**src/hdl/padt_pkg.sv**
```systemverilog
package padt_pkg;

	localparam int ADDR_W = 48;
	localparam int LEN_W  = 19;
	localparam int CMD_W  = 2;
	localparam int RC_W   = 3;

	typedef enum logic [CMD_W-1:0] {
		CMD_PROTECT = 2'd0,
		CMD_FAULT   = 2'd1,
		CMD_COLLECT = 2'd2,
		CMD_UNUSED  = 2'd3
	} cmd_t;

	typedef enum logic [RC_W-1:0] {
		RC_PROTECTED    = 3'd0,
		RC_OUT_OF_RANGE = 3'd1,
		RC_NOT_OURS     = 3'd2,
		RC_FETCH        = 3'd3,
		RC_DIRTY_MARKED = 3'd4,
		RC_NO_ACTION    = 3'd5,
		RC_DIRTY_PAGE   = 3'd6,
		RC_NONE_DIRTY   = 3'd7
	} rc_t;

	typedef enum logic [1:0] {
		ST_IDLE,
		ST_CHECK,
		ST_WALK,
		ST_FINISH
	} state_t;

	localparam logic [1:0] ACC_NONE = 2'd0;
	localparam logic [1:0] ACC_RO   = 2'd1;
	localparam logic [1:0] ACC_RW   = 2'd2;

	localparam logic REG_BASE = 1'b0;
	localparam logic REG_SIZE = 1'b1;

	typedef struct packed {
		logic       dirty;
		logic [1:0] access;
	} page_t;

	localparam int PAGE_W = $bits(page_t);

endpackage

```
**src/hdl/page_access_dirty_tracker.sv**
```systemverilog
// Page access and dirty tracker. An item is taken when start is high and busy is low;
// results come one per strobe cycle on result_code/page_address/last and cannot be
// held off, so the receiver must take them as they appear. Page state sits in one
// RAM of PAGE_COUNT entries with registered read; one page is read and written back
// per cycle. A fault, range error or code error is checked and answered; a protect
// walks the pages touched, a collect walks the configured region (if not empty). The
// next item may start in the cycle the final result is shown. No clearing pass is
// needed after reset. Configuration writes are always ready and must only be
// issued while busy is low and no result is pending.
module page_access_dirty_tracker #(
	parameter int PAGE_COUNT = 64,
	parameter int PAGE_SHIFT = 12
) (
	input  logic                         clk,
	input  logic                         arst_n,
	input  logic                         start,
	output logic                         busy,
	input  logic [padt_pkg::CMD_W-1:0]   command,
	input  logic [padt_pkg::ADDR_W-1:0]  address,
	input  logic [padt_pkg::LEN_W-1:0]   length,
	input  logic                         cfg_valid,
	output logic                         cfg_ready,
	input  logic                         cfg_index,
	input  logic [padt_pkg::ADDR_W-1:0]  cfg_data,
	output logic                         result_strobe,
	output logic [padt_pkg::RC_W-1:0]    result_code,
	output logic [padt_pkg::ADDR_W-1:0]  page_address,
	output logic                         last
);

	import padt_pkg::*;

	localparam int IW = (PAGE_COUNT > 1) ? $clog2(PAGE_COUNT) : 1;

	logic [ADDR_W-1:0] base;
	logic [ADDR_W:0]   limit;
	logic [IW:0]       page_total;
	logic              ram_we;
	logic [IW-1:0]     ram_waddr;
	page_t             ram_wdata;
	logic              ram_re;
	logic [IW-1:0]     ram_raddr;
	page_t             ram_rdata;

	assign cfg_ready = 1'b1;

	padt_cfg #(
		.PAGE_COUNT(PAGE_COUNT),
		.PAGE_SHIFT(PAGE_SHIFT)
	) u_cfg (
		.clk        (clk),
		.arst_n     (arst_n),
		.cfg_valid  (cfg_valid),
		.cfg_ready  (cfg_ready),
		.cfg_index  (cfg_index),
		.cfg_data   (cfg_data),
		.base       (base),
		.limit      (limit),
		.page_total (page_total)
	);

	padt_ram #(
		.WIDTH(PAGE_W),
		.DEPTH(PAGE_COUNT)
	) u_ram (
		.clk   (clk),
		.we    (ram_we),
		.waddr (ram_waddr),
		.wdata (ram_wdata),
		.re    (ram_re),
		.raddr (ram_raddr),
		.rdata (ram_rdata)
	);

	padt_ctrl #(
		.PAGE_COUNT(PAGE_COUNT),
		.PAGE_SHIFT(PAGE_SHIFT)
	) u_ctrl (
		.clk           (clk),
		.arst_n        (arst_n),
		.start         (start),
		.busy          (busy),
		.command       (command),
		.address       (address),
		.length        (length),
		.base          (base),
		.limit         (limit),
		.page_total    (page_total),
		.ram_we        (ram_we),
		.ram_waddr     (ram_waddr),
		.ram_wdata     (ram_wdata),
		.ram_re        (ram_re),
		.ram_raddr     (ram_raddr),
		.ram_rdata     (ram_rdata),
		.result_strobe (result_strobe),
		.result_code   (result_code),
		.page_address  (page_address),
		.last          (last)
	);

endmodule

```
**src/hdl/padt_ram.sv**
```systemverilog
module padt_ram #(
	parameter int WIDTH = 3,
	parameter int DEPTH = 64,
	localparam int AW = (DEPTH > 1) ? $clog2(DEPTH) : 1
) (
	input  logic             clk,
	input  logic             we,
	input  logic [AW-1:0]    waddr,
	input  logic [WIDTH-1:0] wdata,
	input  logic             re,
	input  logic [AW-1:0]    raddr,
	output logic [WIDTH-1:0] rdata
);

	logic [WIDTH-1:0] mem [DEPTH];

	always_ff @(posedge clk) begin
		if (we) begin
			mem[waddr] <= wdata;
		end
		if (re) begin
			rdata <= mem[raddr];
		end
	end

endmodule

```
**src/hdl/padt_cfg.sv**
```systemverilog
module padt_cfg #(
	parameter int PAGE_COUNT = 64,
	parameter int PAGE_SHIFT = 12,
	localparam int IW = (PAGE_COUNT > 1) ? $clog2(PAGE_COUNT) : 1
) (
	input  logic                         clk,
	input  logic                         arst_n,
	input  logic                         cfg_valid,
	input  logic                         cfg_ready,
	input  logic                         cfg_index,
	input  logic [padt_pkg::ADDR_W-1:0]  cfg_data,
	output logic [padt_pkg::ADDR_W-1:0]  base,
	output logic [padt_pkg::ADDR_W:0]    limit,
	output logic [IW:0]                  page_total
);

	import padt_pkg::*;

	localparam int EW = (IW + PAGE_SHIFT + 1 > LEN_W) ? IW + PAGE_SHIFT + 1 : LEN_W;
	localparam logic [EW-1:0] CAP = EW'(PAGE_COUNT) << PAGE_SHIFT;
	localparam logic [EW-1:0] PAGE_MASK = (EW'(1) << PAGE_SHIFT) - EW'(1);

	logic [ADDR_W-1:0] base_q;
	logic [LEN_W-1:0]  size_q;
	logic [EW-1:0]     size_eff;
	logic [EW-1:0]     size_up;

	always_ff @(posedge clk or negedge arst_n) begin
		if (!arst_n) begin
			base_q <= '0;
			size_q <= '0;
		end else if (cfg_valid && cfg_ready) begin
			if (cfg_index == REG_BASE) begin
				base_q <= cfg_data;
			end else begin
				size_q <= cfg_data[LEN_W-1:0];
			end
		end
	end

	assign base       = (base_q >> PAGE_SHIFT) << PAGE_SHIFT;
	assign size_eff   = (EW'(size_q) < CAP) ? EW'(size_q) : CAP;
	assign limit      = {1'b0, base} + (ADDR_W+1)'(size_eff);
	assign size_up    = size_eff + PAGE_MASK;
	assign page_total = size_up[PAGE_SHIFT +: IW+1];

endmodule

```
**src/hdl/padt_ctrl.sv**
```systemverilog
module padt_ctrl #(
	parameter int PAGE_COUNT = 64,
	parameter int PAGE_SHIFT = 12,
	localparam int IW = (PAGE_COUNT > 1) ? $clog2(PAGE_COUNT) : 1
) (
	input  logic                         clk,
	input  logic                         arst_n,
	input  logic                         start,
	output logic                         busy,
	input  logic [padt_pkg::CMD_W-1:0]   command,
	input  logic [padt_pkg::ADDR_W-1:0]  address,
	input  logic [padt_pkg::LEN_W-1:0]   length,
	input  logic [padt_pkg::ADDR_W-1:0]  base,
	input  logic [padt_pkg::ADDR_W:0]    limit,
	input  logic [IW:0]                  page_total,
	output logic                         ram_we,
	output logic [IW-1:0]                ram_waddr,
	output padt_pkg::page_t              ram_wdata,
	output logic                         ram_re,
	output logic [IW-1:0]                ram_raddr,
	input  padt_pkg::page_t              ram_rdata,
	output logic                         result_strobe,
	output logic [padt_pkg::RC_W-1:0]    result_code,
	output logic [padt_pkg::ADDR_W-1:0]  page_address,
	output logic                         last
);

	import padt_pkg::*;

	state_t            state_q, state_d;
	cmd_t              cmd_q;
	logic [ADDR_W-1:0] addr_q;
	logic [LEN_W-1:0]  len_q;
	logic [IW-1:0]     ptr_q;
	logic [IW-1:0]     end_q;
	logic [IW-1:0]     pend_idx_q;
	logic              pend_vld_q;
	logic [PAGE_COUNT-1:0] vld_q;

	logic              strobe_q;
	rc_t               code_q;
	logic [ADDR_W-1:0] paddr_q;
	logic              last_q;

	logic [ADDR_W:0]   end_addr;
	logic [ADDR_W-1:0] offset;
	logic [ADDR_W:0]   off_last;
	logic              lo_bad;
	logic              prot_bad;
	logic              fault_bad;
	logic [IW-1:0]     first_idx;
	logic [IW-1:0]     last_idx;
	logic              ptr_end;
	page_t             word;

	logic              emit;
	rc_t               emit_code;
	logic              emit_last;
	logic              emit_addr;
	logic [IW-1:0]     addr_idx;
	logic              take_pend;
	logic [ADDR_W-1:0] rep_addr;

	assign end_addr  = {1'b0, addr_q} + (ADDR_W+1)'(len_q);
	assign lo_bad    = addr_q < base;
	assign prot_bad  = lo_bad || (end_addr > limit);
	assign fault_bad = lo_bad || ({1'b0, addr_q} >= limit);
	assign offset    = addr_q - base;
	assign off_last  = end_addr - (ADDR_W+1)'(1) - {1'b0, base};
	assign first_idx = offset[PAGE_SHIFT +: IW];
	assign last_idx  = off_last[PAGE_SHIFT +: IW];
	assign ptr_end   = ptr_q == end_q;
	assign word      = vld_q[ptr_q] ? ram_rdata : page_t'('0);
	assign rep_addr  = base + (ADDR_W'(addr_idx) << PAGE_SHIFT);
	assign busy      = state_q != ST_IDLE;
	assign ram_waddr = ptr_q;

	always_comb begin
		state_d = state_q;
		case (state_q)
			ST_IDLE: begin
				if (start) begin
					state_d = ST_CHECK;
				end
			end
			ST_CHECK: begin
				case (cmd_q)
					CMD_PROTECT: state_d = (prot_bad || len_q == '0) ? ST_IDLE : ST_WALK;
					CMD_FAULT:   state_d = fault_bad ? ST_IDLE : ST_WALK;
					CMD_COLLECT: state_d = (page_total == '0) ? ST_IDLE : ST_WALK;
					default:     state_d = ST_IDLE;
				endcase
			end
			ST_WALK: begin
				if (ptr_end) begin
					state_d = (cmd_q == CMD_COLLECT) ? ST_FINISH : ST_IDLE;
				end
			end
			ST_FINISH: state_d = ST_IDLE;
			default:   state_d = ST_IDLE;
		endcase
	end

	always_comb begin
		emit      = 1'b0;
		emit_code = RC_NO_ACTION;
		emit_last = 1'b1;
		emit_addr = 1'b0;
		addr_idx  = ptr_q;
		take_pend = 1'b0;
		ram_re    = 1'b0;
		ram_raddr = ptr_q;
		ram_we    = 1'b0;
		ram_wdata = word;
		case (state_q)
			ST_CHECK: begin
				case (cmd_q)
					CMD_PROTECT: begin
						if (prot_bad) begin
							emit      = 1'b1;
							emit_code = RC_OUT_OF_RANGE;
						end else if (len_q == '0) begin
							emit      = 1'b1;
							emit_code = RC_PROTECTED;
						end else begin
							ram_re    = 1'b1;
							ram_raddr = first_idx;
						end
					end
					CMD_FAULT: begin
						if (fault_bad) begin
							emit      = 1'b1;
							emit_code = RC_NOT_OURS;
						end else begin
							ram_re    = 1'b1;
							ram_raddr = first_idx;
						end
					end
					CMD_COLLECT: begin
						if (page_total == '0) begin
							emit      = 1'b1;
							emit_code = RC_NONE_DIRTY;
						end else begin
							ram_re    = 1'b1;
							ram_raddr = '0;
						end
					end
					default: begin
						emit      = 1'b1;
						emit_code = RC_NO_ACTION;
					end
				endcase
			end
			ST_WALK: begin
				if (!ptr_end) begin
					ram_re    = 1'b1;
					ram_raddr = ptr_q + IW'(1);
				end
				case (cmd_q)
					CMD_PROTECT: begin
						ram_we           = 1'b1;
						ram_wdata.access = ACC_RO;
						if (ptr_end) begin
							emit      = 1'b1;
							emit_code = RC_PROTECTED;
						end
					end
					CMD_FAULT: begin
						emit = 1'b1;
						case (word.access)
							ACC_NONE: begin
								ram_we           = 1'b1;
								ram_wdata.access = ACC_RO;
								emit_code        = RC_FETCH;
								emit_addr        = 1'b1;
							end
							ACC_RO: begin
								ram_we           = 1'b1;
								ram_wdata.access = ACC_RW;
								ram_wdata.dirty  = 1'b1;
								emit_code        = RC_DIRTY_MARKED;
							end
							default: emit_code = RC_NO_ACTION;
						endcase
					end
					CMD_COLLECT: begin
						if (word.dirty) begin
							ram_we           = 1'b1;
							ram_wdata.access = ACC_RO;
							ram_wdata.dirty  = 1'b0;
							take_pend        = 1'b1;
							if (pend_vld_q) begin
								emit      = 1'b1;
								emit_code = RC_DIRTY_PAGE;
								emit_addr = 1'b1;
								emit_last = 1'b0;
								addr_idx  = pend_idx_q;
							end
						end
					end
					default: begin
					end
				endcase
			end
			ST_FINISH: begin
				emit     = 1'b1;
				addr_idx = pend_idx_q;
				if (pend_vld_q) begin
					emit_code = RC_DIRTY_PAGE;
					emit_addr = 1'b1;
				end else begin
					emit_code = RC_NONE_DIRTY;
				end
			end
			default: begin
			end
		endcase
	end

	always_ff @(posedge clk or negedge arst_n) begin
		if (!arst_n) begin
			state_q    <= ST_IDLE;
			pend_vld_q <= 1'b0;
			vld_q      <= '0;
			strobe_q   <= 1'b0;
		end else begin
			state_q  <= state_d;
			strobe_q <= emit;
			if (state_q == ST_CHECK) begin
				pend_vld_q <= 1'b0;
			end else if (take_pend) begin
				pend_vld_q <= 1'b1;
			end
			if (ram_we) begin
				vld_q[ptr_q] <= 1'b1;
			end
		end
	end

	always_ff @(posedge clk) begin
		if (start && !busy) begin
			cmd_q  <= cmd_t'(command);
			addr_q <= address;
			len_q  <= length;
		end
		if (state_q == ST_CHECK) begin
			case (cmd_q)
				CMD_PROTECT: begin
					ptr_q <= first_idx;
					end_q <= last_idx;
				end
				CMD_FAULT: begin
					ptr_q <= first_idx;
					end_q <= first_idx;
				end
				default: begin
					ptr_q <= '0;
					end_q <= IW'(page_total - (IW+1)'(1));
				end
			endcase
		end else if (state_q == ST_WALK && !ptr_end) begin
			ptr_q <= ptr_q + IW'(1);
		end
		if (take_pend) begin
			pend_idx_q <= ptr_q;
		end
		if (emit) begin
			code_q  <= emit_code;
			paddr_q <= emit_addr ? rep_addr : '0;
			last_q  <= emit_last;
		end
	end

	assign result_strobe = strobe_q;
	assign result_code   = code_q;
	assign page_address  = paddr_q;
	assign last          = last_q;

	a_no_rw_collide: assert property (@(posedge clk) disable iff (!arst_n)
		(ram_we && ram_re) |-> (ram_raddr != ram_waddr))
		else $error("read and write hit the same page in one cycle");

	a_walk_bounds: assert property (@(posedge clk) disable iff (!arst_n)
		(state_q == ST_WALK) |-> (ptr_q <= end_q))
		else $error("walk pointer passed the last page");

	a_last_gap: assert property (@(posedge clk) disable iff (!arst_n)
		(strobe_q && last_q) |=> !strobe_q)
		else $error("result right after the final result of an item");

	a_addr_zero: assert property (@(posedge clk) disable iff (!arst_n)
		(strobe_q && code_q != RC_FETCH && code_q != RC_DIRTY_PAGE) |-> (paddr_q == '0))
		else $error("page address not zero for a code without address");

	a_accept: assert property (@(posedge clk) disable iff (!arst_n)
		(start && !busy) |=> (state_q == ST_CHECK))
		else $error("accepted item did not enter range check");

endmodule
```
**config.mk**
```make
export PLATFORM = sky130hd
export DESIGN_NAME = page_access_dirty_tracker
export DESIGN_NICKNAME = d
export VERILOG_FILES = /design/src/hdl/padt_pkg.sv /design/src/hdl/page_access_dirty_tracker.sv /design/src/hdl/padt_ram.sv /design/src/hdl/padt_cfg.sv /design/src/hdl/padt_ctrl.sv
export SDC_FILE = /design/constraint.sdc
export NUM_CORES = 1
export LEC_CHECK = 0
export BUFFER_PORTS_ARGS = -buffer_cell sky130_fd_sc_hd__buf_2
export CAP_MARGIN = 10
export CORE_MARGIN = 5
export CORE_UTILIZATION = 50
export DETAILED_ROUTE_END_ITERATION = 8
export GPL_ROUTABILITY_DRIVEN = 0
export PLACE_DENSITY_LB_ADDON = 0.2
export SLEW_MARGIN = 5
export SYNTH_ARGS = -nofsm -noshare
export SYNTH_HDL_FRONTEND = slang
export SYNTH_SLANG_ARGS = --single-unit
```
**constraint.sdc**
```tcl
create_clock -name clk -period 9.1 [get_ports clk]
set_input_delay 2.275 -clock clk [delete_from_list [all_inputs] [get_ports clk]]
set_output_delay 2.275 -clock clk [all_outputs]
set_load 0.01 [all_outputs]
```
**After elaboration in Yosys (flattened, before gate mapping)**

Memory sizes are Yosys's and may differ from the RTL's. A register that Yosys moved wholly into a read port is not among the register bits.
Cells that the tools add are included.

- Reductions and logical operators: 22
- Multiplexer cells: 78
- Divide/modulo/power cells: 0
- Magnitude comparators: 6
- Equality and inequality tests: 9
- Shift-type cells: 0
- $add $sub $neg: 9
- Bitwise logic cells: 2
- Multipliers: 0

Operators with widths:

| operator | number |
|---|---|
| 48-bit by 19-bit adder with 49-bit output | 2 |
| 6-bit two-way mux | 11 |
| 64-bit bitwise OR | 1 |
| 48-bit by 49-bit greater-or-equal comparator with 1-bit output | 1 |
| 49-bit greater-than comparator | 1 |
| 48-bit by 18-bit adder with 48-bit output | 1 |
| 48-bit less-than comparator | 1 |
| 6-bit case mux with 2 select lines | 3 |
| 18-bit subtractor | 2 |
| 1-bit two-way mux | 27 |
| 3-bit case mux with 3 select lines | 3 |
| 3-bit two-way mux | 7 |
| 19-bit by 12-bit adder with 19-bit output, second input constant | 1 |
| 19-bit logical NOT | 1 |
| 19-bit less-than comparator, second input constant | 1 |
| 19-bit two-way mux | 1 |
| 2-bit two-way mux | 9 |
| 6-bit case mux with 3 select lines | 1 |
| 18-bit by 1-bit subtractor with 18-bit output, second input constant | 1 |
| 1-bit case mux with 3 select lines | 5 |
| 2-bit case mux with 3 select lines | 2 |
| 1-bit case mux with 2 select lines | 4 |
| 2-bit case mux with 4 select lines | 1 |
| 7-bit logical NOT | 1 |
| other kinds (22) | 38 |

- Bits in registers: 274
- ROM bits: 0
- Output and inout port bits: 55
- Memories: 1
- Logic and storage cells: 142
- Bits in latches: 0
- Bits of input ports: 122
- RAM bits: 192

Memory list:

| memory | words | bits a word | read ports | clocked after Yosys merged registers in | wr ports | line | source |
|---|---|---|---|---|---|---|---|
| u_ram.mem | 64 | 3 | 1 | 1 | 1 | padt_ram.sv:15 | `logic [WIDTH-1:0] mem [DEPTH];` |

**Depth between registers and ports, before layout**

Gate-level depths: netlist (run 1).

- Depth in word-level cells: 10
- Depth in mapped cells: 35
- Mapped depth without buffers: 32

**Modules after synthesis**

A second synthesis (run 1) with hierarchy kept.

- Cells, all modules: 2254
- Area total of the unflattened synthesis: 26232.7 sq um

Modules (own cells, without submodules):

| module | times used | cells an instance | seq. area each (sq um) | area an instance (sq um) |
|---|---|---|---|---|
| padt_ctrl | 1 | 1509 | 5875.6 | 14941.8 |
| padt_ram | 1 | 432 | 5855.6 | 7945.1 |
| padt_cfg | 1 | 311 | 1376.3 | 3334.4 |
| page_access_dirty_tracker | 1 | 2 | 0.0 | 11.3 |

**Least setup slack after synthesis (run 1)**

Ideal clock, no wire load.

- Path type: flip-flop to flip-flop
- From: reg u_ctrl.len_q[0]
- To: reg u_ctrl.last_q, in the netlist u_ctrl.last (enable)
- Clock period less this slack: 7.513 ns
- Setup slack: 1.587 ns
- Data arrival time: 7.074 ns
- Cell stages (with the launch flop): 30
- Data required time: 8.662 ns
- Library setup time: 0.438 ns
- Path buffers: 1
- Path through: edfxtp_1 ha_1 inv_1 fa_1 nor2b_1 o21ai_0 a21boi_0 o21ai_0 a211oi_1 o21ai_0 a21oi_1 o21bai_1 a31oi_1 o21ai_0 a21boi_0 or2_2 clkbuf_1 nand2_1 xnor2_1 ha_1 and3_1 nand4_1 or4_1 a31oi_1 o21ai_0 o211ai_1 nor4_4 nor2_1 nor3_1 nor2_1

- Longest elaborated chain between the ends: 6
- Elaborated cells between the ends (all ways): 8
- Those cells by class: add/sub: 1; order compare: 1; mux: 4; reduce/logical: 2

Ends and longest elaborated chain:

| item | line | source |
|---|---|---|
| from (decl) | padt_ctrl.sv:33 | `logic [LEN_W-1:0] len_q;` |
| from (signal assigned) | padt_ctrl.sv:244 | `len_q <= length;` |
| 48-bit by 19-bit adder with 49-bit output | padt_ctrl.sv:64 | `assign end_addr = {1'b0, addr_q} + (ADDR_W+1)'(len_q);` |
| 49-bit greater-than comparator | padt_ctrl.sv:66 | `assign prot_bad = lo_bad \|\| (end_addr > limit);` |
| 1-bit logical OR | padt_ctrl.sv:66 |  |
| 1-bit two-way mux * | padt_ctrl.sv:119 | `if (prot_bad) begin` |
| 1-bit case mux with 3 select lines * | padt_ctrl.sv:117 | `case (cmd_q)` |
| 1-bit case mux with 3 select lines * | padt_ctrl.sv:115 | `case (state_q)` |
| net u_ctrl.emit | padt_ctrl.sv:56 | `logic emit;` |
| to (signal assigned) | padt_ctrl.sv:270 | `last_q <= emit_last;` |
| to (decl) | padt_ctrl.sv:43 | `logic last_q;` |

Mark *: on every way through the listed nets, which the timed path passes. The rest lies on a longest branch.
A chain may end at the register's enable or synchronous reset.

**Final worst setup path (run 1)**

- From: reg u_ctrl.addr_q[0]
- To: reg u_ram.rdata[0] (read register of u_ram.mem), data pin

- Longest elaborated chain between the ends: 6
- Elaborated cells between the ends (all ways): 16
- Those cells by class: add/sub: 2; order compare: 3; mux: 9; reduce/logical: 2

Ends and longest elaborated chain:

| item | line | source |
|---|---|---|
| from (decl) | padt_ctrl.sv:32 | `logic [ADDR_W-1:0] addr_q;` |
| from (signal assigned) | padt_ctrl.sv:243 | `addr_q <= address;` |
| 48-bit by 19-bit adder with 49-bit output | padt_ctrl.sv:64 |  |
| 49-bit greater-than comparator | padt_ctrl.sv:66 |  |
| 1-bit logical OR | padt_ctrl.sv:66 |  |
| 6-bit two-way mux / 1-bit two-way mux (equally long branches) | padt_ctrl.sv:119 |  |
| 6-bit case mux with 3 select lines / 1-bit case mux with 3 select lines (equally long branches) | padt_ctrl.sv:117 |  |
| 6-bit case mux with 2 select lines / 1-bit case mux with 2 select lines (equally long branches) | padt_ctrl.sv:115 |  |
| to (decl) | padt_ram.sv:12 | `output logic [WIDTH-1:0] rdata` |

Several ways; a longest one is shown, not always the timed one.

==> results.yml, run 1 <==
power_and_ir_drop:
  total_leakage_power_nw: 11.59
  peakVddDrop_v: 0.0001892
  power_density_mw_per_mm2: 304.7
routing:
  wl_um: 65600
  vias: 17730
  drc: 0
  drtAntennaViolNets: 0
  drt-initial-drc-count: 1390
  wl_per_cell_um: 21.45
  dr.pass1.iters: 5
  avgViaCountPerCell: 5.795
floorplan:
  die-area_sq_mm: 0.05389
  ios: 177
  die_y_um: 232.2
  num_rows: 81
  dieWidth_um: 232.2
  start_util: 0.5051
  core-area_sq_mm: 0.04885
place:
  port_buffers: 163
  place_ws_ns: 0.6703
  dpl.hpwl_um: 48390
worst_setup_path:
  crit_path_end_kind: "flop"
  cp.required_ns: 9.44
  setup.worst_path.start: "u_ctrl.addr_q[0]$_DFFE_PP_"
  path_buf_inv: 2
  cp.arrival_ns: 8.82
  cp-start-kind: "flop"
  crit_type: "reg -> reg"
  r2r_end: "u_ram.rdata[0]$_DFFE_PP_"
  rr_worst_depth: 33
  r2r_slack_ns: 0.62
  crit_end: "u_ram.rdata[0]$_DFFE_PP_"
  worstReg2RegStart: "u_ctrl.addr_q[0]$_DFFE_PP_"
  path_delay_family: "compound AO/OA/AOI/OAI gates"
  max_stage_delay_ns: 0.49
  cpMostUsedCell: "o21ai_0"
  critPathMaxFanout: 38
  slowest_stage: "or4_1"
  worst-path-stages: 33
clocking:
  clkSlewWorstSetupHoldPaths_ns: 0.06
  clk_latency_ns: 0.61
  cts_buffer_depth: 3
  cts_hold_buf: 0
  clock-sinks: 445
  cts_made_buffers: 49
  cts_tree: "built"
  cts_root_buffer: "clkbuf_16"
  htreeDepth: 2
timing:
  skew_ns: 0.01591
  fin_tns_setup_ns: 0
  finalCritPeriodShare: 0.9323
  hold_viol_final: 0
  finalMaxSlewViolations: 0
  tightest_slew_ns: 1.144
  rsz0062_at_grt: "no"
  worst_slack_ns: 0.6157
  period_needed_ns: 8.484
  slew-limit-headroom: 0.2305
  setup_viol: 0
  max_freq_mhz: 117.9
flow_run:
  maxCapViolations: 0
global_route:
  grt_overflow: 0
  grt_pass1_vias: 18120
  grt.total_usage: 0.2420
  grt_max_degree: 73
  antenna_found_initial: 0
  grt_pass1_wl_um: 102500
hold_path:
  hold_path.class: "reg -> reg"
  hold_path_depth: 1
yosys:
  synth-seq-cells: 445
  synth_area_leaders: "edfxtp_1, dfrtp_1, ha_1"
  synth_ff_type: "edfxtp_1"
  synth_top_area_frac: 0.3919
  synth_area_leader_cell: "edfxtp_1"
  synth.distinct_cells: 86
  ys_seq_area_frac: 0.5166
  syn_area_sq_mm: 0.02467
  synth_area_per_cell_sq_um: 11.31
  yosys_warnings: 0
  synth-edff-count: 322
  netlist_instances: 2181
  async_flop_share: 0.2764
cells_and_area:
  fin_util: 0.5723
  drive_above_1_share: 0.1658
  area.growth.synth_to_final_pct: 13.29
  antenna_cells: 0
  nNetsFinal: 2665
status:
  status: "complete, no violations"
## kinds of logic after synthesis
group | after synthesis | synth area share
buffers and inverters | 178 | 0.03250
flip-flops | 445 | 0.5166
other | 2 | 0.0003044
AO/OA/AOI/OAI | 365 | 0.09477
AND/OR/NAND/NOR | 703 | 0.1398
XOR/XNOR | 126 | 0.04472
multiplexers | 173 | 0.07429
adder cells (fa/ha/maj) | 189 | 0.09705
## cells in the final DEF, fill, tap and decap left out, drive strengths merged, types with 9 or more instances in the layout
cell type / count
nor2: 209
nor4: 24
o21ai: 107
nand3: 46
ha: 185
a21o: 21
a22oi: 25
clkbuf: 68
a21oi: 92
a211oi: 13
dfrtp: 123
a221oi: 10
clkinv: 19
conb: 13
nand4: 42
or2: 71
edfxtp: 322
nor2b: 25
o211ai: 9
a31oi: 14
nand2b: 20
xnor2: 101
xor2: 25
inv: 95
mux2i: 137
nor3: 32
or3: 11
nand2: 170
a22o: 9
mux2: 31
and3: 13
buf: 194
## flip-flops by register name (all words and copies together), names as in the netlist
signal                cells
u_ctrl.last               1
u_ram.mem               192
u_ram.rdata               3
u_ctrl.state_q            2
u_ctrl.pend_vld_q         1
u_cfg.size_q             19
u_cfg.base_q             36
u_ctrl.cmd_q              2
u_ctrl.addr_q            48
u_ctrl.result_strobe      1
u_ctrl.ram_waddr          6
u_ctrl.result_code        3
u_ctrl.page_address      36
u_ctrl.end_q              6
u_ctrl.vld_q             64
u_ctrl.len_q             19
u_ctrl.pend_idx_q         6
## power breakdown
| group | total, mW | internal [mW] | switching [mW] |
|---|---|---|---|
| Sequential | 2.85 | 2.65 | 0.203 |
| Clock | 2.01 | 1.18 | 0.833 |
| Combinational | 3.66 | 1.39 | 2.27 |
| Total | 8.52 | 5.21 | 3.30 |
## stage by stage
stage	hold slack (ns)	std cells	total power, mW	cell area [sq um]
after floorplan	0.4244	2192	5.365	24720
after global placement	0.4442	2965	6.409	26260
after detailed placement	0.4493	2965	6.497	26260
after CTS	0.4616	3057	8.526	27940
after global routing	0.4737	3059	8.989	27950
final	0.4629	3059	8.518	27950
## worst register-to-register path, delay by kind of cell, from the launching register on
kind / cells / cell delay (ns)
DFF: 1 / 0.35
AOI/OAI and AO/OA: 18 / 4.34
and+or+nand+nor: 6 / 1.38
muxes: 3 / 0.74
buffers and inverters: 2 / 0.37
xor gates and xnor gates: 1 / 0.20
adders and majority gates: 3 / 0.85
## metal layers
| metal | vias to the layer above | share of wire | GRT usage |
|---|---|---|---|
| met1 | 8686 | 0.42 | 0.3249 |
| met5 | - | 0 | 0 |
| met2 | 604 | 0.49 | 0.4103 |
| met4 | 0 | 0.030 | 0.07626 |
| li1 | 8318 | - | - |
| met3 | 120 | 0.057 | 0.03363 |
## what timing repair did
item | CTS | global route
endpoints found under the setup margin | 0 | 1
buffers inserted | 0 | 2
gates resized for setup | 0 | 1
## synthesized netlist by cell type (9+ instances only)
cell	n
a211oi_1	13
edfxtp_1	322
or3_1	11
buf_4	15
xor2_1	25
nand2b_1	20
nand4_1	42
buf_2	16
dfrtp_1	123
a22o_1	9
inv_1	92
o21ai_0	102
xnor2_1	101
o211ai_1	9
mux2_2	31
a31oi_1	13
nand2_1	170
a221oi_1	9
ha_1	185
nor3_1	31
clkbuf_1	41
or2_2	63
nor2_1	207
mux2i_1	137
a22oi_1	25
a21oi_1	92
nor4_1	23
nand3_1	46
a21o_1	21
nor2b_1	25
and3_1	13
## worst min path at each step
stage / start / to / slack (ns)
2_1_floorplan: u_ctrl.ram_waddr[3]$_DFFE_PP_ / u_ctrl.pend_idx_q[3]$_DFFE_PP_ / 0.42
3_3_place_gp: u_ctrl.vld_q[14]$_DFFE_PN0P_ / u_ctrl.vld_q[14]$_DFFE_PN0P_ / 0.44
3_5_place_dp: u_ctrl.vld_q[14]$_DFFE_PN0P_ / u_ctrl.vld_q[14]$_DFFE_PN0P_ / 0.45
4_1_cts: u_ctrl.vld_q[14]$_DFFE_PN0P_ / u_ctrl.vld_q[14]$_DFFE_PN0P_ / 0.46
5_1_grt: u_ctrl.vld_q[25]$_DFFE_PN0P_ / u_ctrl.vld_q[25]$_DFFE_PN0P_ / 0.47
6_report: u_ctrl.vld_q[26]$_DFFE_PN0P_ / u_ctrl.vld_q[26]$_DFFE_PN0P_ / 0.46
## area by class of cell
| type | count | area (sq um) |
|---|---|---|
| fillers | 4160 | 20900 |
| flip-flops and latches | 445 | 12750 |
| multi-input cells | 1569 | 11270 |
| clock buffers | 68 | 1408 |
| repair buffers | 194 | 1080 |
| well taps | 664 | 830.8 |
| inverters | 95 | 356.6 |
| clock inverters | 24 | 266.5 |
Power figures use the tool's default switching activity.
==> inputs of run 2 (changes only) <==
CORE_ASPECT_RATIO = 1.1   (was unset)
==> results.yml, run 2 (same netlist as run 1, synthesis figures left out) <==
status:
  status: "complete, no violations"
worst_setup_path:
  critPathMaxFanout: 18
  cp-start-kind: "flop"
  max_stage_delay_ns: 0.58
  slowest_stage: "or4_1"
  cpMostUsedCell: "o21ai_0"
  crit_path_end_kind: "flop"
  cp.arrival_ns: 8.78
  crit_type: "reg -> reg"
  cp.required_ns: 9.44
global_route:
  grt_overflow: 0
  grt_pass1_wl_um: 102400
  grt_max_degree: 73
  grt_pass1_vias: 18060
  antenna_found_initial: 0
  grt.total_usage: 0.2383
place:
  dpl.hpwl_um: 48560
  dp.cells: 2951
  port_buffers: 163
clocking:
  clk_latency_ns: 0.59
  cts_tree: "built"
  cts_root_buffer: "clkbuf_16"
  cts_hold_buf: 0
  cts_buffer_depth: 3
  cts_made_buffers: 45
  clock-sinks: 445
  htreeDepth: 2
  clkSlewWorstSetupHoldPaths_ns: 0.06
flow_run:
  maxCapViolations: 0
timing:
  setup_viol: 0
  period_needed_ns: 8.439
  skew_ns: 0.01861
  fin_tns_setup_ns: 0
  max_freq_mhz: 118.5
  slew-limit-headroom: 0.2197
  finalCritPeriodShare: 0.9274
  hold_viol_final: 0
  tightest_slew_ns: 1.155
  rsz0062_at_grt: "no"
  finalMaxSlewViolations: 0
power_and_ir_drop:
  power_density_mw_per_mm2: 297.9
  total_leakage_power_nw: 11.46
  peakVddDrop_v: 0.0001961
routing:
  wl_um: 65250
  drc: 0
  drt-initial-drc-count: 1254
  dr.pass1.iters: 5
  drtAntennaViolNets: 0
  wl_per_cell_um: 21.49
  avgViaCountPerCell: 5.807
  vias: 17630
cells_and_area:
  antenna_cells: 0
  drive_above_1_share: 0.1586
  regMostFlops: "u_ram.mem"
  area.growth.synth_to_final_pct: 12.18
  final_common_cell: "edfxtp_1"
  stdcell_count: 3036
  fill_cells: 4163
  layout_common_cells: "edfxtp_1, nor2_1, ha_1"
  largest_registers: "u_ram.mem (192), u_ctrl.vld_q (64), u_ctrl.addr_q (48)"
  nNetsFinal: 2658
  largest_reg_flops: 192
floorplan:
  num_rows: 85
  die_y_um: 243.0
  core-area_sq_mm: 0.04892
  ios: 177
  dieWidth_um: 221.8
  start_util: 0.5044
  die-area_sq_mm: 0.05390
hold_path:
  hold_path.class: "reg -> reg"
run 2: layer usage:
metal | vias to the layer above | part of all wire | track usage
met5 | - | 0 | 0
met4 | 0 | 0.037 | 0.08450
met3 | 128 | 0.054 | 0.03456
met2 | 569 | 0.50 | 0.4145
met1 | 8640 | 0.41 | 0.3057
li1 | 8294 | - | -
run 2: layout make-up:
cell class | instances | area [sq um] | area share
Sequential cell | 445 | 12750 | 0.4605
Tap cell | 652 | 815.8 | 0.02947
Clock inverter | 27 | 206.4 | 0.007458
Timing Repair Buffer | 191 | 1077 | 0.03892
Inverter | 95 | 356.6 | 0.01288
Multi-Input combinational cell | 1569 | 11270 | 0.4070
Clock buffer | 57 | 1211 | 0.04376
run 2: worst paths after layout:
kind / cells after the start / end / slack, ns / start
worst max register to register: 33 / u_ram.rdata[1]$_DFFE_PP_ / 0.66 / u_ctrl.len_q[0]$_DFFE_PP_
min in group asynchronous: 1 / u_cfg.base_q[37]$_DFFE_PN0P_ / 1.69 / arst_n
worst min register to register: 1 / u_ctrl.vld_q[35]$_DFFE_PN0P_ / 0.46 / u_ctrl.vld_q[35]$_DFFE_PN0P_
worst min-delay path: 1 / u_ctrl.vld_q[35]$_DFFE_PN0P_ / 0.46 / u_ctrl.vld_q[35]$_DFFE_PN0P_
max in group asynchronous: 2 / u_cfg.size_q[3]$_DFFE_PN0P_ / 6.10 / arst_n
worst max-delay path: 33 / u_ram.rdata[1]$_DFFE_PP_ / 0.66 / u_ctrl.len_q[0]$_DFFE_PP_
run 2: worst max-delay path: cells and delay by family, from the launching register on:
kind	cells	cell delay [ns]
xor gates and xnor gates	1	0.15
muxes	4	0.66
buffers and inverters	2	0.47
and+or+nand+nor	5	1.32
adders and majority gates	3	0.86
AOI/OAI and AO/OA	18	4.32
DFF	1	0.36
run 2: per-stage QoR:
stage	setup WS [ns]	hold slack (ns)	total power, mW	cell area [sq um]	utilization
floorplan	1.587	0.4244	5.365	24720	-
detailed placement	0.6816	0.4520	6.450	26230	0.5362
global route	0.002488	0.4781	8.715	27680	0.5658
global placement	0.9537	0.4434	6.342	26230	0.5362
finish	0.6606	0.4646	8.246	27680	0.5658
CTS	0.6664	0.4678	8.257	27650	0.5652
run 2: power by group:
| part | total [mW] | leakage, nW | internal (mW) | switching (mW) |
|---|---|---|---|---|
| sequential | 2.87 | 4.60 | 2.65 | 0.224 |
| clock | 1.79 | 0.702 | 1.00 | 0.788 |
| combinational | 3.59 | 6.15 | 1.38 | 2.21 |
run 2: what timing repair did:
action / CTS / global route
setup endpoints to repair: 0 / 3
gates resized for setup: 0 / 3
hold endpoints to repair: 0 / 0
buffers inserted: 0 / 0
==> inputs of run 3 (changes only) <==
SYNTH_HIERARCHICAL = 1   (was unset)
==> results.yml, run 3 <==
clocking:
  cts_hold_buf: 0
  ctsResizeCount: 0
  cts_buffer_depth: 3
  clk_latency_ns: 0.59
  clock-sinks: 457
  htreeDepth: 2
  post_cts_buffers: 0
  clkSlewWorstSetupHoldPaths_ns: 0.06
  cts_made_buffers: 48
  cts_tree: "built"
  cts_root_buffer: "clkbuf_16"
yosys:
  synth_area_per_cell_sq_um: 11.64
  synth_area_leaders: "edfxtp_1, dfrtp_1, ha_1"
  synth-seq-cells: 457
  netlist_instances: 2254
  async_flop_share: 0.2691
  ys_seq_area_frac: 0.4997
  synth-edff-count: 334
  synth_most_common_cell: "edfxtp_1"
  synth.distinct_cells: 90
  synth_top_area_frac: 0.3823
  synth_area_leader_cell: "edfxtp_1"
  ys_top_cells_by_count: "edfxtp_1, ha_1, nor2_1"
  syn_area_sq_mm: 0.02623
  yosys_warnings: 6
  synth_ff_type: "edfxtp_1"
routing:
  drtAntennaViolNets: 0
  wl_um: 70000
  dr.pass1.iters: 6
  wl_per_cell_um: 22.30
  drt-initial-drc-count: 1375
  vias: 18820
  avgViaCountPerCell: 5.996
  drc: 0
hold_path:
  holdPathEnd: "u_ctrl/vld_q[46]$_DFFE_PN0P_"
  hold_path.class: "reg -> reg"
  hold_path_depth: 1
  hold_path.startpoint: "u_ctrl/vld_q[46]$_DFFE_PN0P_"
timing:
  max_freq_mhz: 121.8
  slew-limit-headroom: 0.2496
  hold_viol_final: 0
  finalMaxSlewViolations: 0
  hold_slack_ns: 0.4469
  skew_ns: 0.01137
  rsz0062_at_grt: "no"
  finalCritPeriodShare: 0.9022
  tightest_slew_ns: 1.126
  period_needed_ns: 8.210
  setup_viol: 0
  fin_tns_setup_ns: 0
cells_and_area:
  final_cell_area_sq_mm: 0.02941
  area.growth.synth_to_final_pct: 12.10
  layout_common_cells: "edfxtp_1, ha_1, nor2_1"
  largest_reg_flops: 192
  antenna_cells: 0
  final-seq-area_sq_mm: 0.01311
  drive_above_1_share: 0.1802
  multi_input_area_sq_mm: 0.01218
  final_common_cell: "edfxtp_1"
  fill_cells: 4418
  regMostFlops: "u_ram/mem"
  nNetsFinal: 2754
  largest_registers: "u_ram/mem (192), u_ctrl/vld_q (64)"
place:
  port_buffers: 175
  dpl.hpwl_um: 51270
  placed_area_sq_mm: 0.02778
power_and_ir_drop:
  power_density_mw_per_mm2: 304.9
  total_leakage_power_nw: 12.09
  peakVddDrop_v: 0.0002117
worst_setup_path:
  critPathMaxFanout: 11
  worstReg2RegStart: "u_ctrl/addr_q[0]$_DFFE_PP_"
  cp.required_ns: 9.45
  crit_type: "reg -> reg"
  rr_worst_depth: 27
  r2r_slack_ns: 0.89
  r2r_end: "u_ram/rdata[0]$_DFFE_PP_"
  cp-start-kind: "flop"
  crit_path_end_kind: "flop"
  cp.arrival_ns: 8.55
floorplan:
  num_rows: 88
  dieWidth_um: 228.4
  core-area_sq_mm: 0.05219
  die_y_um: 250.2
  die-area_sq_mm: 0.05715
  ios: 177
  start_util: 0.5026
global_route:
  grt_pass1_vias: 19210
  grt_max_degree: 70
  grt_pass1_wl_um: 107700
  grt_overflow: 0
  grt.total_usage: 0.2380
  antenna_found_initial: 0
status:
  status: "complete, no violations"
flow_run:
  maxCapViolations: 0
==> run 3: power breakdown <==
part / switching (mW) / internal [mW] / leakage, nW
clock: 0.835 / 1.18 / 0.796
combinational: 2.34 / 1.59 / 6.60
sequential: 0.286 / 2.74 / 4.69
==> run 3: routing by layer <==
metal / part of all wire / vias up / GRT usage / wire [um]
met1: 0.39 / 9330 / 0.2817 / 27050
met4: 0.047 / 0 / 0.1096 / 3288
li1: - / 8703 / - / -
met5: 0 / - / 0 / 0
met2: 0.52 / 636 / 0.4327 / 36180
met3: 0.050 / 154 / 0.03004 / 3484
==> run 3: how the worst max path moves through the flow <==
stage               slack, ns                        from                       end
floorplan                2.36  u_ctrl/addr_q[0]$_DFFE_PP_  u_ram/rdata[0]$_DFFE_PP_
global placement         1.24  u_ctrl/addr_q[0]$_DFFE_PP_  u_ram/rdata[0]$_DFFE_PP_
detailed placement       0.92  u_ctrl/addr_q[0]$_DFFE_PP_  u_ram/rdata[1]$_DFFE_PP_
CTS                      0.91  u_ctrl/addr_q[0]$_DFFE_PP_  u_ram/rdata[1]$_DFFE_PP_
global route             0.36  u_ctrl/addr_q[0]$_DFFE_PP_  u_ram/rdata[1]$_DFFE_PP_
finish                   0.89  u_ctrl/addr_q[0]$_DFFE_PP_  u_ram/rdata[0]$_DFFE_PP_
==> run 3: cell type report <==
type                            count  share of cell area
Inverter                          144             0.01838
Multi-Input combinational cell   1571              0.4143
Sequential cell                   457              0.4458
Tap cell                          675             0.02872
Clock buffer                       63             0.04519
Timing Repair Buffer              202             0.03761
Clock inverter                     27             0.01004
==> run 3: worst max-delay path, stage by stage (launching register included) <==
cell      delay, ns
edfxtp_1       0.42
ha_1           0.27
fa_1           0.42
a21o_1         0.20
a21oi_1        0.26
o21ai_0        0.19
nand4_1        0.19
a31oi_1        0.17
a41o_1         0.32
o41ai_2        0.29
buf_4          0.25
nor2_1         0.09
and3_1         0.17
ha_1           0.29
nand4_1        0.16
nor4_1         0.59
nand4_1        0.24
o31a_1         0.16
a41oi_1        0.30
nand2_1        0.14
o22ai_1        0.31
nand2_1        0.28
o221ai_1       0.92
nand2_1        0.30
or2_2          0.37
o22ai_1        0.32
nor3_1         0.11
a22o_1         0.23
==> run 3: cells by family (layout without fill, tap and decap cells) <==
family                     count (synthesis)  in the layout  share of synthesized area
muxes                                    132            132                    0.07894
adders and majority gates                208            208                     0.1001
xor gates and xnor gates                 143            143                    0.04827
AOI/OAI and AO/OA                        413            413                     0.1079
other                                      2             15                  0.0002863
buffers and inverters                    239            436                    0.04102
DFF                                      457            457                     0.4997
and+or+nand+nor                          660            660                     0.1239
==> run 3: metrics by stage <==
| step | setup slack, ns | util | std cells | total power, mW |
|---|---|---|---|---|
| 2_1_floorplan | 2.362 | - | 2267 | 5.790 |
| 3_3_place_gp | 1.238 | 0.5323 | 3049 | 6.842 |
| 3_5_place_dp | 0.9174 | 0.5323 | 3049 | 6.947 |
| 4_1_cts | 0.9095 | 0.5634 | 3139 | 8.986 |
| 5_1_grt | 0.3573 | 0.5634 | 3139 | 9.491 |
| 6_report | 0.8904 | 0.5634 | 3139 | 8.966 |
